===== src/hdl/pll_pkg.sv =====
// package: types, codes and defaults for the positional list core
`default_nettype none
package pll_pkg;

   localparam int DEPTH_DEFAULT = 16;
   localparam int WIDTH_DEFAULT = 32;

   localparam int POS_W = 5;
   localparam int VAL_W = 32;
   localparam int CNT_OUT_W = 5;
   // compare width that covers every legal cell index
   localparam int CMP_W = 9;

   typedef enum logic {
      KIND_INSERT = 1'b0,
      KIND_DELETE = 1'b1
   } pll_kind_type;

   typedef enum logic [1:0] {
      STATUS_OK    = 2'd0,
      STATUS_RANGE = 2'd1,
      STATUS_FULL  = 2'd2
   } pll_status_type;

   typedef struct packed {
      pll_kind_type     kind;
      logic [POS_W-1:0] position;
      logic [VAL_W-1:0] value;
   } pll_req_type;

   typedef struct packed {
      pll_status_type       status;
      logic [VAL_W-1:0]     removed_value;
      logic [CNT_OUT_W-1:0] count_after;
   } pll_rsp_type;

   // per-cycle command broadcast to every cell
   typedef struct packed {
      logic             ins;
      logic             del;
      logic [POS_W-1:0] index;
   } pll_ctrl_type;

endpackage
`default_nettype wire


===== src/hdl/pll_cell.sv =====
// one list entry: holds a value and shifts with its neighbors on insert or delete
`default_nettype none
module pll_cell
   import pll_pkg::*;
#(
   parameter int WIDTH      = WIDTH_DEFAULT,
   parameter int CELL_INDEX = 0
) (
   input  wire logic             clock,
   input  wire pll_ctrl_type     ctrl,
   input  wire logic [WIDTH-1:0] ins_value,
   input  wire logic [WIDTH-1:0] left_data,
   input  wire logic [WIDTH-1:0] right_data,
   input  wire logic [WIDTH-1:0] tap_in,
   output logic      [WIDTH-1:0] tap_out,
   output logic      [WIDTH-1:0] data_out
);

   localparam logic [CMP_W-1:0] MY_INDEX = CMP_W'(CELL_INDEX);

   logic [WIDTH-1:0] data_ff;
   logic [WIDTH-1:0] data_in;
   logic [CMP_W-1:0] index_ext;
   logic             hit;
   logic             above;

   assign index_ext = CMP_W'(ctrl.index);
   assign hit       = (index_ext == MY_INDEX);
   assign above     = (index_ext < MY_INDEX);

   always_comb begin
      data_in = data_ff;
      if (ctrl.ins) begin
         if (hit) begin
            data_in = ins_value;
         end else if (above) begin
            data_in = left_data;
         end
      end else if (ctrl.del) begin
         if (hit || above) begin
            data_in = right_data;
         end
      end
   end

   always_ff @(posedge clock) begin
      data_ff <= data_in;
   end

   // read tap: the addressed cell ors its value into the chain
   assign tap_out  = tap_in | (hit ? data_ff : '0);
   assign data_out = data_ff;

endmodule
`default_nettype wire


===== src/hdl/positional_list_insert_delete_core.sv =====
// top level: positional list built as a row of shifting cells
// the result is registered and valid in the cycle after a request is accepted
// throughput: one transaction per cycle while results are taken; every cell
//   shifts in the same cycle, so the cell chain sets no further limit
// reset clears the entry count and the result valid; entry values stay
//   undefined until written and need no clearing pass
`default_nettype none
module positional_list_insert_delete_core
   import pll_pkg::*;
#(
   parameter int DEPTH = DEPTH_DEFAULT,
   parameter int WIDTH = WIDTH_DEFAULT
) (
   input  wire logic        clock,
   input  wire logic        reset,
   input  wire logic        req_valid,
   output logic             req_stall,
   input  wire pll_req_type req_data,
   output logic             rsp_valid,
   input  wire logic        rsp_stall,
   output pll_rsp_type      rsp_data
);

   localparam int CNT_W = $clog2(DEPTH + 1);
   localparam int CW    = ((CNT_W > POS_W) ? CNT_W : POS_W) + 1;

   logic [CNT_W-1:0] count_ff;
   logic [CNT_W-1:0] count_in;
   logic             rsp_valid_ff;
   logic             rsp_valid_in;
   pll_rsp_type      rsp_data_ff;
   pll_rsp_type      rsp_data_in;

   logic             req_fire;
   logic [CW-1:0]    pos_c;
   logic [CW-1:0]    cnt_c;
   logic             pos_nonzero;
   logic             ins_range_ok;
   logic             del_range_ok;
   logic             full;
   pll_status_type   status;
   pll_ctrl_type     ctrl;
   logic [WIDTH-1:0] ins_value;

   logic [WIDTH-1:0] cell_data [DEPTH];
   logic [WIDTH-1:0] tap_chain [DEPTH+1];

   assign req_stall = rsp_valid_ff && rsp_stall;
   assign req_fire  = req_valid && !req_stall;

   assign pos_c        = CW'(req_data.position);
   assign cnt_c        = CW'(count_ff);
   assign pos_nonzero  = (req_data.position != '0);
   assign ins_range_ok = pos_nonzero && (pos_c <= cnt_c + CW'(1));
   assign del_range_ok = pos_nonzero && (pos_c <= cnt_c);
   assign full         = (count_ff == CNT_W'(DEPTH));

   always_comb begin
      status = STATUS_OK;
      unique case (req_data.kind)
         KIND_INSERT: begin
            if (!ins_range_ok) begin
               status = STATUS_RANGE;
            end else if (full) begin
               status = STATUS_FULL;
            end
         end
         KIND_DELETE: begin
            if (!del_range_ok) begin
               status = STATUS_RANGE;
            end
         end
         default: status = STATUS_RANGE;
      endcase
   end

   always_comb begin
      ctrl.ins   = req_fire && (req_data.kind == KIND_INSERT) && (status == STATUS_OK);
      ctrl.del   = req_fire && (req_data.kind == KIND_DELETE) && (status == STATUS_OK);
      ctrl.index = req_data.position - POS_W'(1);
   end

   assign ins_value    = WIDTH'(req_data.value);
   assign tap_chain[0] = '0;

   for (genvar i = 0; i < DEPTH; i++) begin : g_cell
      logic [WIDTH-1:0] left_data;
      logic [WIDTH-1:0] right_data;
      if (i == 0) begin : g_first
         assign left_data = ins_value;
      end else begin : g_mid
         assign left_data = cell_data[i-1];
      end
      if (i == DEPTH - 1) begin : g_last
         assign right_data = '0;
      end else begin : g_inner
         assign right_data = cell_data[i+1];
      end
      pll_cell #(
         .WIDTH      (WIDTH),
         .CELL_INDEX (i)
      ) u_cell (
         .clock      (clock),
         .ctrl       (ctrl),
         .ins_value  (ins_value),
         .left_data  (left_data),
         .right_data (right_data),
         .tap_in     (tap_chain[i]),
         .tap_out    (tap_chain[i+1]),
         .data_out   (cell_data[i])
      );
   end

   always_comb begin
      count_in = count_ff;
      if (ctrl.ins) begin
         count_in = count_ff + CNT_W'(1);
      end else if (ctrl.del) begin
         count_in = count_ff - CNT_W'(1);
      end
   end

   always_comb begin
      rsp_data_in.status        = status;
      rsp_data_in.removed_value = ctrl.del ? VAL_W'(tap_chain[DEPTH]) : '0;
      rsp_data_in.count_after   = CNT_OUT_W'(count_in);
   end

   always_comb begin
      rsp_valid_in = rsp_valid_ff;
      if (req_fire) begin
         rsp_valid_in = 1'b1;
      end else if (!rsp_stall) begin
         rsp_valid_in = 1'b0;
      end
   end

   always_ff @(posedge clock) begin
      if (reset) begin
         count_ff     <= '0;
         rsp_valid_ff <= 1'b0;
      end else begin
         count_ff     <= count_in;
         rsp_valid_ff <= rsp_valid_in;
      end
   end

   always_ff @(posedge clock) begin
      if (req_fire) begin
         rsp_data_ff <= rsp_data_in;
      end
   end

   assign rsp_valid = rsp_valid_ff;
   assign rsp_data  = rsp_data_ff;

   // entry count never passes the list depth
   a_count_bound: assert property (@(posedge clock) disable iff (reset)
      count_ff <= CNT_W'(DEPTH))
      else $error("entry count above depth");

   // a rejected transaction leaves the list length alone
   a_reject_keeps_count: assert property (@(posedge clock) disable iff (reset)
      req_fire && (status != STATUS_OK) |=> $stable(count_ff))
      else $error("count moved on a rejected transaction");

   // a successful delete shortens the list by exactly one
   a_delete_count: assert property (@(posedge clock) disable iff (reset)
      ctrl.del |=> count_ff == $past(count_ff) - CNT_W'(1))
      else $error("delete did not shorten the list by one");

   // a full report only comes with a full list
   a_full_report: assert property (@(posedge clock) disable iff (reset)
      rsp_valid_ff && (rsp_data_ff.status == STATUS_FULL)
         |-> rsp_data_ff.count_after == CNT_OUT_W'(DEPTH))
      else $error("full status with list not full");

endmodule
`default_nettype wire


===== config.mk =====
export PLATFORM = sky130hd
export DESIGN_NAME = positional_list_insert_delete_core
export DESIGN_NICKNAME = d
export VERILOG_FILES = /design/src/hdl/pll_pkg.sv /design/src/hdl/pll_cell.sv /design/src/hdl/positional_list_insert_delete_core.sv
export SDC_FILE = /design/constraint.sdc
export NUM_CORES = 1
export LEC_CHECK = 0
export BUFFER_PORTS_ARGS = -buffer_cell sky130_fd_sc_hd__buf_4
export CAP_MARGIN = 25
export CELL_PAD_IN_SITES_DETAIL_PLACEMENT = 1
export CELL_PAD_IN_SITES_GLOBAL_PLACEMENT = 1
export CORE_MARGIN = 3
export CORE_UTILIZATION = 51
export CTS_CLUSTER_SIZE = 20
export DETAILED_ROUTE_END_ITERATION = 16
export GPL_TIMING_DRIVEN = 0
export PLACE_DENSITY = 0.87
export SYNTH_ARGS = -nofsm -noshare
export SYNTH_HDL_FRONTEND = slang
export SYNTH_HIERARCHICAL = 1
export SYNTH_SLANG_ARGS = --single-unit

===== constraint.sdc =====
create_clock -name clock -period 13.5 [get_ports clock]
set_input_delay 2.025 -clock clock [delete_from_list [all_inputs] [get_ports clock]]
set_output_delay 2.025 -clock clock [all_outputs]
set_load 0.005 [all_outputs]

-- Word-level counts from Yosys, hierarchy flattened
Index checks and enable logic that the tools add are counted.
Widths: inputs -> output; s select.
- word-level logic and storage cells: 257
- register bits: 557
- output and inout port bits: 41
- bitwise logic cells: 16
- muxes and demuxes: 104
- $lt $le $gt $ge: 18
- reduce and logical (&&, ||, !) cells: 61
- add/sub/neg operators: 4
- equality and inequality tests: 33
- operators with widths (cell ; number):
    $mux 32 ; 96
    $or 32x32->32 ; 15
    $ne 3x1->1 const B ; 16
    $reduce_and 3->1 ; 16
    $eq 5x4->1 const B ; 8
    $lt 5x4->1 const B ; 8
    $reduce_bool 2->1 ; 17
    $eq 5x3->1 const B ; 4
    $lt 5x3->1 const B ; 4
    $logic_or 1x1->1 ; 16
    $eq 5x2->1 const B ; 2
    $lt 5x1->1 const B ; 2
    $lt 5x2->1 const B ; 2
    $mux 5 ; 2
    $sub 5x1->5 const B ; 2
    $logic_not 9->1 ; 1
    $logic_and 1x1->1 ; 8
    $add 5x1->6 const B ; 1
    $le 5x6->1 ; 1
    $add 5x1->5 const B ; 1
    $eq 5x1->1 const B ; 1
    $eq 5x5->1 const B ; 1
    $le 5x5->1 ; 1
    $reduce_bool 5->1 ; 1
    other kinds (7) ; 10

-- Longest topological paths before layout
Gate-level depths: netlist (run 1).
- depth in word-level cells: 18
- gate-level depth with buffers: 25
- gate-level depth less buffers: 23

-- Hierarchy
Netlist (run 1), hierarchy kept.
- by module, submodules not included (module ; times used ; area an instance (um^2) ; cells each):
    positional_list_insert_delete_core ; 1 ; 2265.9 ; 181
    pll_cell at g_cell[1].u_cell ; 1 ; 2203.4 ; 221
    pll_cell at g_cell[4].u_cell ; 1 ; 2180.8 ; 223
    pll_cell at g_cell[14].u_cell ; 1 ; 2150.8 ; 222
    pll_cell at g_cell[12].u_cell ; 1 ; 2148.3 ; 222
    pll_cell at g_cell[13].u_cell ; 1 ; 2130.8 ; 221
    pll_cell at g_cell[7].u_cell ; 1 ; 2124.5 ; 223
    pll_cell at g_cell[6].u_cell ; 1 ; 2122.0 ; 222
    pll_cell at g_cell[11].u_cell ; 1 ; 2079.5 ; 223
    pll_cell at g_cell[10].u_cell ; 1 ; 2062.0 ; 223
    pll_cell at g_cell[2].u_cell ; 1 ; 2058.2 ; 223
    pll_cell at g_cell[9].u_cell ; 1 ; 2048.2 ; 223
    pll_cell at g_cell[5].u_cell ; 1 ; 2042.0 ; 221
    pll_cell at g_cell[3].u_cell ; 1 ; 2039.5 ; 223
    3 more rows ; n/a ; n/a ; n/a

-- Worst setup path after synthesis (run 1)
Ideal clock, no wire load.
- kind: input-to-reg
- start point: input rsp_stall
- end point: register g_cell[5].u_cell.data_ff[0], enable pin
- stages on the path: 7
- arrival: 10.529 ns
- path buffers: 0
- setup slack: 2.377 ns
- data required time: 12.906 ns
- cell sequence: and2_1 > nor2b_1 > nand2_1 > nor2_2 > and3_1 > nor2_1 > a2111oi_0
- RTL lines (element ; RTL line ; text):
    start, declared ; positional_list_insert_delete_core.sv:20 ; input wire logic rsp_stall,
    end signal, assigned ; pll_cell.sv:47 ; data_ff <= data_in;
    end, declared ; pll_cell.sv:21 ; logic [WIDTH-1:0] data_ff;

==> impl_metrics.env, run 1 <==
export IMPL_status="finished, final reports clean"
export IMPL_ir_drop_uv=94.6
export IMPL_r2r_cells=16
export IMPL_syn_area_sq_um=35700
export IMPL_holdWs_ps=551
export IMPL_rrSetupSlack_ps=7760
export IMPL_placeableCoreArea_sq_um=68900
export IMPL_post_route_period_util=0.568
export IMPL_rsz0062_at_grt="false"
export IMPL_grt_overflow=0
export IMPL_hp_class="register to register"
export IMPL_rows=96
export IMPL_fin_crit_ps=7670
export IMPL_ios=83
export IMPL_synth_top_area_share=0.464
export IMPL_p_leak_uw=0.0152
export IMPL_layout_nets=3956
export IMPL_p_per_area_nw_per_um2=117
export IMPL_min_to="count_ff[4]"
export IMPL_tns_ps=0
export IMPL_hold_viol=0
export IMPL_wl_mm=127
export IMPL_fmax_mhz=130
export IMPL_clk_pin_slew_ps=60
export IMPL_worst_setup_path_start_kind="input pin"
export IMPL_fin_area_sq_um=40400
export IMPL_required_ps=13860
export IMPL_cts_setup_buffers=0
export IMPL_yosys_top_cells_area="edfxtp_1 (46%), a21o_1 (10%), a31oi_1 (7.4%)"
export IMPL_area_delta_synth_final_pct=13.1
export IMPL_cp_end_kind="register"
export IMPL_startpoint="req_data[32]"
export IMPL_slew_limit_headroom=0.285
export IMPL_tightest_slew_ps=1070
export IMPL_switching_share=0.294
export IMPL_syn_area_per_cell_sq_um=9.76
export IMPL_finalSetupViolations=0
export IMPL_gp_congestion=0.863
export IMPL_clock_skew_ps=20.0
export IMPL_synthTopCellsByCount="edfxtp_1 (551), a21o_1 (478), nor2_1 (450), a31oi_1 (420), nand3_1 (320)"
export IMPL_cts_tree="done"
export IMPL_p_int_uw=3320
export IMPL_synth_cells=3657
export IMPL_p_clk_frac=0.371
export IMPL_synth_most_common_cell="edfxtp_1"
export IMPL_min_path_cells=2
export IMPL_htreeDepth=3
export IMPL_grt_max_degree=53
export IMPL_dp_hpwl_mm=92.3
export IMPL_post_drt_wl_per_cell_microns=26.1
export IMPL_die_w_microns=271
export IMPL_ys_warnings_count=6
export IMPL_via_count=33100
export IMPL_synthFlopType="edfxtp_1"
export IMPL_postLayoutCoreUtil=0.586
export IMPL_synth_edff_count=551
export IMPL_crit_fanout=52
export IMPL_synth_cell_types=82
export IMPL_initial_utilization=0.518
export IMPL_hold_start="count_ff[4]"
export IMPL_grt_pass1_vias=34600
export IMPL_p_sw_uw=1390
export IMPL_io_buffers=80
export IMPL_diodes=0
export IMPL_critPathKind="input pin to register"
export IMPL_clk_latency_ps=610
export IMPL_ys_seq_area_frac=0.467
export IMPL_rr_endpoint="g_cell[4].u_cell/data_out[7]"
export IMPL_drtIter0Drc=3805
export IMPL_dieHeight_microns=271
export IMPL_cts_resized=0
export IMPL_postPlaceCellArea_sq_um=38300
export IMPL_numCtsBuffers=67
export IMPL_track_usage=0.337
export IMPL_async_flop_share=0
export IMPL_grt_pass1_wl_mm=197
export IMPL_seqPwrFrac=0.436
export IMPL_drive_gt1_frac=0.141
export IMPL_via_per_inst=6.77
export IMPL_die_area_sq_um=73200
export IMPL_cts_root_buf="clkbuf_16"
export IMPL_drc=0
export IMPL_yosys_register_bits=557
export IMPL_p_comb_frac=0.193
export IMPL_cts_sinks=557
export IMPL_holdBufCountCts=0
export IMPL_synth_top_cell_by_area="edfxtp_1"
export IMPL_dr_pass1_iters=5
export IMPL_clockBufferDepth=3
export IMPL_drv_slew=0
export IMPL_postRouteAntennaNets=0
export IMPL_antenna_found_initial=0
export IMPL_cp_arrival_ps=8030
export IMPL_cap_violations=0
export IMPL_r2r_start="count_ff[1]"
## cells by family (layout without fill, tap and decap cells)
logic type / Yosys count / in the layout / share of synthesized area
fa+ha+maj: 13 / 13 / 0.00456
compound gates: 1563 / 1563 / 0.287
xor+xnor: 8 / 8 / 0.00196
flops: 557 / 557 / 0.467
mux: 35 / 35 / 0.0113
buf+inv: 383 / 615 / 0.0691
other cells: 1 / 64 / 0.000105
simple gates: 1097 / 1097 / 0.159
## worst max-delay path by stage
stage / to / depth (start not counted) / slack (ps)
finish: rsp_data[28] / 26 / 5830
detailed placement: rsp_data[24] / 26 / 5370
global route: rsp_data[21] / 26 / 5680
CTS: rsp_data[31] / 26 / 5980
floorplan: g_cell[5].u_cell/data_out[0] / 7 / 2380
global placement: g_cell[5].u_cell/data_out[5] / 8 / -1920
## placed cells by master (no fill, tap or decap), types with 33 or more instances in the layout
master	synthesis	layout
o22a_1	63	63
nand2_1	67	66
edfxtp_1	551	551
mux2_2	33	33
nor2_1	450	447
buf_4	19	106
o21ai_0	220	220
a21boi_0	62	62
and2_1	36	36
clkbuf_1	153	169
clkbuf_16	0	73
a31oi_1	420	419
nand3b_1	96	96
o21ai_1	264	264
nand3_1	320	320
buf_6	65	71
buf_2	83	85
conb_1	1	64
a21o_1	478	478
nand2b_1	33	33
## power groups by stage
stage	sequential [uW]	clock (uW)	combinational [uW]
2_1_floorplan	2070	0	566
3_3_place_gp	2100	0	798
4_1_cts	2050	1760	876
6_report	2050	1750	908
3_5_place_dp	2090	0	862
5_1_grt	2060	1830	966
## metal layers
layer / vias up / global-route usage / part of all wire
met4: 0 / 0.119 / 0.032
met2: 1638 / 0.564 / 0.48
met3: 326 / 0.0465 / 0.072
met1: 16800 / 0.449 / 0.41
li1: 14300 / - / -
met5: - / 0 / 0
## stage by stage
stage               cells  setup slack [ps]  power [uW]
CTS                  4879              5980        4690
global route         4883              5680        4860
global placement     4731             -1920        2900
detailed placement   4759              5370        2950
finish               4883              5830        4710
floorplan            3720              2380        2640
## worst max-delay path, stage by stage
cell,delay [ps]
buf_4,120
inv_2,710
ha_1,480
nand2b_4,80
or3_4,380
nand2_4,650
nor4_4,200
and2_1,220
buf_2,170
buf_2,210
a21o_1,210
a21o_1,160
a21o_1,160
a21o_1,170
a21o_1,170
a21o_1,170
a21o_1,150
a21o_1,160
a21o_1,180
a21o_1,160
a21o_1,160
a21o_1,170
a21o_1,170
a21o_1,180
a21o_1,160
and2_1,140
## sequential cells by signal, indices dropped and copies added, names as in the netlist
| signal | flops |
|---|---|
| rsp_valid | 1 |
| count_ff | 5 |
| g_cell.u_cell/data_out | 512 |
| rsp_data | 39 |
## layout make-up
cell class,count,area (sq um)
tap,931,1160
inverter,13,48.8
clock buffer,90,1890
timing repair buffer,112,1050
buffer,370,2420
clock inverter,30,151
fill,7821,28600
sequential,557,16700
multi-input combinational,2780,17000
Note: power is estimated with default switching activity, not from simulation.
==> run 2, diff against run 1 <==
--- a/config.mk
+++ b/config.mk
@@ -10,11 +10,11 @@
 export CELL_PAD_IN_SITES_DETAIL_PLACEMENT = 1
 export CELL_PAD_IN_SITES_GLOBAL_PLACEMENT = 1
 export CORE_MARGIN = 3
-export CORE_UTILIZATION = 51
+export CORE_UTILIZATION = 46
 export CTS_CLUSTER_SIZE = 20
 export DETAILED_ROUTE_END_ITERATION = 16
 export GPL_TIMING_DRIVEN = 0
-export PLACE_DENSITY = 0.87
+export PLACE_DENSITY = 0.83
 export SYNTH_ARGS = -nofsm -noshare
 export SYNTH_HDL_FRONTEND = slang
 export SYNTH_HIERARCHICAL = 1
==> constraint.sdc (replaced) <==
create_clock -name clock -period 6.8 [get_ports clock]
set_input_delay 1.02 -clock clock [delete_from_list [all_inputs] [get_ports clock]]
set_output_delay 1.02 -clock clock [all_outputs]
set_load 0.005 [all_outputs]
==> run 2 against run 1 <==
Effect of this change:
- register-to-register slack worse by 6300 ps
- via count down 2.5%
- sequential power up 99%
- die area up 11%
- first-iteration DRC count down 22%
- final area up 0.53%
- sequential share of layout area down 0.22 points
- highest routed layer is now met5
- flip-flop and latch count unchanged
- global-route usage down 3.9 points
==> impl_metrics.env, run 2 (synthesized netlist as in run 1, its figures left out) <==
export IMPL_cpMostUsedCell="a21o_1"
export IMPL_cp_arrival_ps=6440
export IMPL_p_comb_frac=0.189
export IMPL_clock_skew_ps=29.3
export IMPL_initial_utilization=0.467
export IMPL_ir_drop_uv=228
export IMPL_rsz0062_at_grt="false"
export IMPL_io_buffers=80
export IMPL_final_common_cell="edfxtp_1"
export IMPL_numCtsBuffers=67
export IMPL_grt_overflow=0
export IMPL_dp_hpwl_mm=91.4
export IMPL_slew_limit_headroom=0.309
export IMPL_clk_latency_ps=610
export IMPL_via_per_inst=6.47
export IMPL_p_clk_frac=0.376
export IMPL_drc=0
export IMPL_grt_pass1_wl_mm=194
export IMPL_postRouteAntennaNets=0
export IMPL_drv_slew=0
export IMPL_largest_reg_flops=512
export IMPL_r2r_start="count_ff[0]"
export IMPL_cts_resized=0
export IMPL_track_usage=0.298
export IMPL_gp_congestion=0.860
export IMPL_final_cell_mix="edfxtp_1 (551), a21o_1 (478), nor2_1 (446)"
export IMPL_critPathKind="input pin to register"
export IMPL_antenna_found_initial=1
export IMPL_seqPwrFrac=0.435
export IMPL_post_drt_wl_per_cell_microns=24.8
export IMPL_cpPeakStageDelay_ps=650
export IMPL_via_count=32200
export IMPL_finalSetupViolations=0
export IMPL_status="finished, final reports clean"
export IMPL_grt_pass1_vias=34000
export IMPL_tns_ps=0
export IMPL_die_area_sq_um=81000
export IMPL_cts_sinks=557
export IMPL_cts_root_buf="clkbuf_16"
export IMPL_clk_pin_slew_ps=60
export IMPL_startpoint="req_data[32]"
export IMPL_rows=101
export IMPL_drive_gt1_frac=0.143
export IMPL_hp_class="register to register"
export IMPL_cap_violations=0
export IMPL_dieHeight_microns=285
export IMPL_p_per_area_nw_per_um2=231
export IMPL_fin_ws_ps=720
export IMPL_clockBufferDepth=3
export IMPL_p_sw_uw=2750
export IMPL_final_fill_count=8583
export IMPL_crit_path_top_delay_cell="nand2_4"
export IMPL_required_ps=7160
export IMPL_pre_cts_ws_ps=-188
export IMPL_fmax_mhz=164
export IMPL_drtIter0Drc=2977
export IMPL_post_route_period_util=0.894
export IMPL_wl_mm=124
export IMPL_holdBufCountCts=0
export IMPL_layout_nets=3956
export IMPL_hold_viol=0
export IMPL_htreeDepth=3
export IMPL_area_delta_synth_final_pct=13.7
export IMPL_crit_fanout=53
export IMPL_cp_end_kind="register"
export IMPL_tightest_slew_ps=1040
export IMPL_fin_crit_ps=6080
export IMPL_ios=83
export IMPL_dr_pass1_iters=5
export IMPL_worst_setup_path_start_kind="input pin"
export IMPL_grt_max_degree=53
export IMPL_cts_setup_buffers=0
export IMPL_cts_tree="done"
export IMPL_hold_start="count_ff[4]"
export IMPL_p_leak_uw=0.0152
export IMPL_p_int_uw=6630
export IMPL_switching_share=0.293
export IMPL_die_w_microns=285
export IMPL_placeableCoreArea_sq_um=76500
## run 2: cell types whose count changed in the layout (fill, tap and decap cells not counted), moves of 2 or more
cell / change
clkbuf_16: -4
buf_12: +3
bufinv_16: +3
clkbuf_1: -3
inv_6: +3
buf_8: -2
clkinv_8: +2
ha_1: -2
ha_4: +2
## run 2: final timing paths
path              depth (start not counted)                            to  slack (ps)
setup / recovery                         27                  rsp_data[21]         720
setup reg to reg                         16  g_cell[4].u_cell/data_out[7]        1490
hold reg to reg                           2                   count_ff[4]         540
hold / removal                            2                   count_ff[4]         540
## run 2: metrics by stage
step | hold WS, ps | power (uW) | util | cells | cell area [sq um]
2_1_floorplan | 494 | 5250 | - | 3720 | 36000
3_3_place_gp | 514 | 5760 | 0.495 | 4830 | 37900
3_5_place_dp | 534 | 5850 | 0.503 | 4858 | 38400
4_1_cts | 547 | 9390 | 0.530 | 4980 | 40500
5_1_grt | 590 | 9710 | 0.531 | 4984 | 40600
6_report | 542 | 9380 | 0.531 | 4985 | 40600
## run 2: layout make-up
class                   count  area [sq um]  share of cell area
clock inverters            38           299             0.00737
repair buffers            112          1060              0.0260
flip-flops and latches    557         16700               0.411
clock buffers              84          1780              0.0439
well taps                1030          1290              0.0318
inverters                  13          52.6             0.00129
multi-input cells        2780         17000               0.419
plain buffers             370          2420              0.0597
diodes                      1          2.50           0.0000617
## run 2: worst max-delay path: cells and delay by family
| family | cells | cell delay, ps |
|---|---|---|
| AO/OA/AOI/OAI | 15 | 2530 |
| buffers and inverters | 5 | 890 |
| AND/OR/NAND/NOR | 6 | 1630 |
| adder cells (fa/ha/maj) | 1 | 220 |
## run 2: power groups by stage
stage          combinational, uW  sequential, uW  clock (uW)
2_1_floorplan               1130            4120           0
3_3_place_gp                1600            4160           0
3_5_place_dp                1710            4150           0
4_1_cts                     1730            4080        3580
5_1_grt                     1910            4090        3710
6_report                    1780            4080        3530
## run 2: routing by layer
metal  share of wire  up-vias  track usage  wire [microns]
met5         0.00011        -            0              13
met4           0.028        2       0.0940            3490
met3           0.061      260       0.0346            7550
met2            0.48     1207        0.498           59600
met1            0.43    16400        0.405           53000
li1                -    14400            -               -
